--- src/rtl/core/bwm_pkg.sv ---
`default_nettype none

package bwm_pkg;

  typedef enum logic [1:0] {
    OP_WR_BYTE = 2'd0,
    OP_SET_LEN = 2'd1,
    OP_TEXT    = 2'd2,
    OP_END     = 2'd3
  } op_e;

  typedef enum logic [1:0] {
    ST_INIT,
    ST_IDLE,
    ST_SCAN
  } state_e;

  localparam logic [7:0] CHAR_UP_A = 8'h41;
  localparam logic [7:0] CHAR_UP_Z = 8'h5A;
  localparam logic [7:0] CHAR_LO_A = 8'h61;

  // window cell control
  typedef struct packed {
    logic shift;
    logic clear;
  } win_ctl_t;

  // table requests from the sequencer
  typedef struct packed {
    logic byte_we;
    logic len_we;
    logic rd_en;
  } tbl_ctl_t;

  // table status back to the sequencer
  typedef struct packed {
    logic clr_busy;
    logic rd_pend;
    logic cmp_vld;
    logic len_nz;
  } tbl_sts_t;

  // ASCII A-Z to lower case, everything else unchanged
  function automatic logic [7:0] fold(input logic [7:0] b);
    logic [7:0] r;
    r = b;
    if (b >= CHAR_UP_A && b <= CHAR_UP_Z) begin
      r = b - CHAR_UP_A + CHAR_LO_A;
    end
    return r;
  endfunction

endpackage

`default_nettype wire

--- src/rtl/core/bwm_cell.sv ---
`default_nettype none

// One window byte: shifts toward lower index, compares against its lane of the word.
module bwm_cell (
  input  wire logic              clk_i,
  input  wire logic              rst_ni,
  input  wire bwm_pkg::win_ctl_t ctl_i,
  input  wire logic [7:0]        byte_i,
  input  wire logic              vld_i,
  input  wire logic [7:0]        word_byte_i,
  input  wire logic              care_i,
  output logic [7:0]             byte_o,
  output logic                   vld_o,
  output logic                   ok_o
);

  logic [7:0] byte_q;
  logic       vld_q;

  always_ff @(posedge clk_i or negedge rst_ni) begin
    if (!rst_ni) begin
      vld_q <= 1'b0;
    end else if (ctl_i.clear) begin
      vld_q <= 1'b0;
    end else if (ctl_i.shift) begin
      vld_q <= vld_i;
    end
  end

  always_ff @(posedge clk_i) begin
    if (ctl_i.shift) begin
      byte_q <= byte_i;
    end
  end

  assign byte_o = byte_q;
  assign vld_o  = vld_q;
  assign ok_o   = !care_i || (vld_q && (byte_q == bwm_pkg::fold(word_byte_i)));

endmodule

`default_nettype wire

--- config.mk ---
export PLATFORM = sky130hd
export DESIGN_NAME = bwm_cell
export DESIGN_NICKNAME = d
export VERILOG_FILES = /design/src/rtl/core/bwm_pkg.sv /design/src/rtl/core/bwm_cell.sv
export SDC_FILE = /design/constraint.sdc
export NUM_CORES = 1
export LEC_CHECK = 0
export ABC_CLOCK_PERIOD_IN_PS = 6600
export BUFFER_PORTS_ARGS = -buffer_cell sky130_fd_sc_hd__buf_2
export CORE_AREA = 2 2 39 41
export CTS_BUF_LIST = sky130_fd_sc_hd__clkbuf_16
export DETAILED_ROUTE_END_ITERATION = 10
export DIE_AREA = 0 0 41 43
export HOLD_SLACK_MARGIN = 0.08
export MAX_ROUTING_LAYER = met4
export PLACE_DENSITY = 0.69
export SETUP_SLACK_MARGIN = 0.15
export SLEW_MARGIN = 20
export SYNTH_ARGS = -nofsm -noshare
export SYNTH_HDL_FRONTEND = slang
export SYNTH_SLANG_ARGS = --single-unit
--- constraint.sdc ---
create_clock -name clk_i -period 6.6 [get_ports clk_i]
set_clock_uncertainty 0.05 [all_clocks]
set_input_delay 1.65 -clock clk_i [delete_from_list [all_inputs] [get_ports clk_i]]
set_output_delay 1.65 -clock clk_i [all_outputs]
set_load 0.01 [all_outputs]
==> impl_summary.txt <==
----------------------------------------------------
[Clock tree]
  CTS Buf Count ... 3
  Max clock buf depth ... 2
  Hold-fix buffers, CTS ... 0
  Clock network latency to the later pin of the worst-skew pair ... approximately 0.23 ns
  Clock root buffer master ... clkbuf_16
  Post-CTS setup repair buffer count ... 0
  CTS H-tree depth ... 1
  Number of sinks on the clock net ... 9
  CTS tree ... done
  Clock transition time at the flip-flop clock pins of the worst setup and hold paths ... about 0.040 ns
  Post-cts repair resize count ... 0

[STA]
  Total negative setup slack ... 0 ns
  RSZ-0062 raised after global routing ... false
  Hold Violations, Final ... 0
  Final setup violation count ... 0
  Max_slew headroom ... 75.3%
  Pin slew with the least headroom to its limit ... 0.365 ns
  Min Tclk post-route ... 4.89 ns
  Count of pins over their slew limit ... 0
  Final period util ... 74.1%
  Timing-limited maximum frequency ... 205 MHz

[Logic synthesis]
  Top area cells in the synthesized netlist ... edfxtp_1 53%, xnor2_1 9.6%, xor2_1 7.7%
  Cell accounting for the most synthesized area ... edfxtp_1
  Flip-flop cell with the highest count after synthesis ... edfxtp_1
  Yosys top cell area share ... 52.6%
  Netlist Area Pre-Place ... approximately 460 µm²
  Average instance area after synthesis ... 13.8 µm²
  FF+latch count, synth ... 9
  Synthesized instance count ... 33
  Distinct cells, synth ... 17
  Share of the yosys chip area belonging to registers ... between 50% and 60%
  Post-synthesis async set-or-reset flop share ... 11.1%
  Post-synthesis net count ... 56
  Number of enable-type register cells in the synthesized netlist ... 8
  Count of warnings emitted by yosys ... 0

[Routing]
  Number of DRC markers after the initial detailed-route iteration ... 0
  Vias per Instance ... 4.45
  DR pass1 iterations ... 1
  Total wire length after detailed routing ... 883 µm
  Via count ... 374
  Routed wire length per instance ... 10.5 µm
  DRC violations left ... 0
  Antenna-violating nets left ... 0

[Setup path]
  CP max stage delay ... 0.51 ns
  Critical path, cell by cell ... buf_2, or4_1, o22ai_1, nor4b_1, mux2_4, o31ai_2, buf_2
  Master of the slowest instance on the critical path ... or4_1
  Type of the setup path with the least slack ... in -> out
  Data required, critical path ... 4.90 ns
  R2R cell count ... 2
  Maximum net fanout on the critical path ... 3
  Startpoint class of the critical path ... input port
  Data arrival at the endpoint of the critical path ... ~3.2 ns
  Type of element capturing the critical path ... output pin
  Most frequent cell on the critical path ... buf_2

[GRT]
  Initial antenna violation count ... 0
  Via count of the first global-routing pass ... 338
  GRT overflow ... 0
  Global-route wire length before repair ... about 1.3 mm
  Pin count of the biggest net entering global routing ... 10
  Aggregate global-route resource usage ... 11.8%

[Floorplan]
  Ports ... 32
  Starting Density ... 33.0%
  Core area ... 1380 µm²
  Horiz. Die Dim ... a little over 40 µm
  Height of the die ... 43 µm
  Die Area ... 1760 µm²
  Number of placement rows ... 14

[Placed design]
  Half-perimeter wire length after detailed placement ... around 770 µm
  RD Place Congestion ... 0.672
  Number of port buffers ... 31

[Final layout]
  Core utilization of the finished layout ... 51.4%
  Proportion of layout cells with a drive suffix above 1 ... a little over half
  Diode insertion count for antenna repair ... 0
  Area delta synth->final ... 55.6%
  Filler instances ... 125
  Net total in the final layout ... 92

[Power]
  Leakage component of the power ... 0.322 nW
  Power density relative to cell area ... 281 nW/µm²
  Maximum vdd ir drop ... 0.000180 V

[Min path]
  Worst min path class ... reg -> reg
  Number of instances on the worst hold path ... 2

[Outcome]
  Status ... complete, no violations

[Run]
  Number of maximum-capacitance violations ... 0

----------------------------------------------------
[routing by layer]
layer / global-route usage (%) / routed length (µm)
met5: - / 0
met3: 3.14 / 53
met2: 19.7 / 500
met1: 10.7 / 328
met4: 8.00 / 0
[where the power goes]
group | total [W] | switching (W) | internal [W]
sequential | 0.0000707 | 0.00000323 | 0.0000675
combinational | 0.0000263 | 0.0000121 | 0.0000142
clock | 0.000103 | 0.0000240 | 0.0000789
total | 0.000200 | 0.0000393 | 0.000161
[critical path, delay by kind of cell]
kind / cells / cell delay, ns
multiplexers: 1 / 0.30
buffers and inverters: 2 / 0.28
AO/OA/AOI/OAI: 2 / 0.35
AND/OR/NAND/NOR: 2 / 0.61
[path summary, 6_finish.rpt]
kind | to | slack, ns | startpoint
max in group asynchronous | vld_o | 5.28 | rst_ni
worst min register to register | vld_o | 0.51 | vld_o
worst max-delay path | ok_o | 1.71 | word_byte_i[3]
worst min-delay path | vld_o | 0.51 | vld_o
min in group asynchronous | vld_o | 1.14 | rst_ni
worst max register to register | vld_o | 5.86 | vld_o
[per-stage QoR]
step                hold WS [ns]  instance area [µm²]  worst slack [ns]  power (W)  std cells
CTS                        0.520                  711              1.70   0.000202         84
floorplan                  0.523                  457              1.95  0.0000839         33
global placement           0.493                  632              1.73  0.0000978         80
global route               0.552                  711              1.62   0.000208         84
finish                     0.515                  711              1.71   0.000200         84
detailed placement         0.511                  632              1.70  0.0000982         80
[cells in the final DEF, fill, tap and decap left out, types with 3 or more instances in the layout]
master	instances
edfxtp_1	8
clkbuf_16	3
nand2_1	3
buf_2	31
xor2_1	4
xnor2_1	5
[Yosys cell counts (3+ instances only)]
cell / count
xor2_1: 4
nand2_1: 3
edfxtp_1: 8
xnor2_1: 5
[kinds of logic (layout without fill, tap and decap cells)]
family                     count (synthesis)  count (layout)  synth area share, %
muxes                                      2               2                 5.48
DFF                                        9               9                 58.1
AOI/OAI and AO/OA                          4               4                 7.12
adders and majority gates                  1               1                 2.74
buffers and inverters                      0              35                    0
xor gates and xnor gates                   9               9                 17.3
and+or+nand+nor                            8               8                 9.31
[cell type report]
cell class / count / area [µm²] / area share, %
timing repair buffer: 31 / 155 / 21.8
sequential: 9 / 265 / 37.3
clock inverter: 1 / 3.75 / 0.528
multi-input combinational: 24 / 191 / 26.9
tap: 16 / 20.0 / 2.82
clock buffer: 3 / 75.1 / 10.6
[registers in the layout, summed over array words and instances (netlist names)]
register / flops
vld_o: 1
byte_o: 8
No activity file was read; power rests on OpenSTA's default activity.
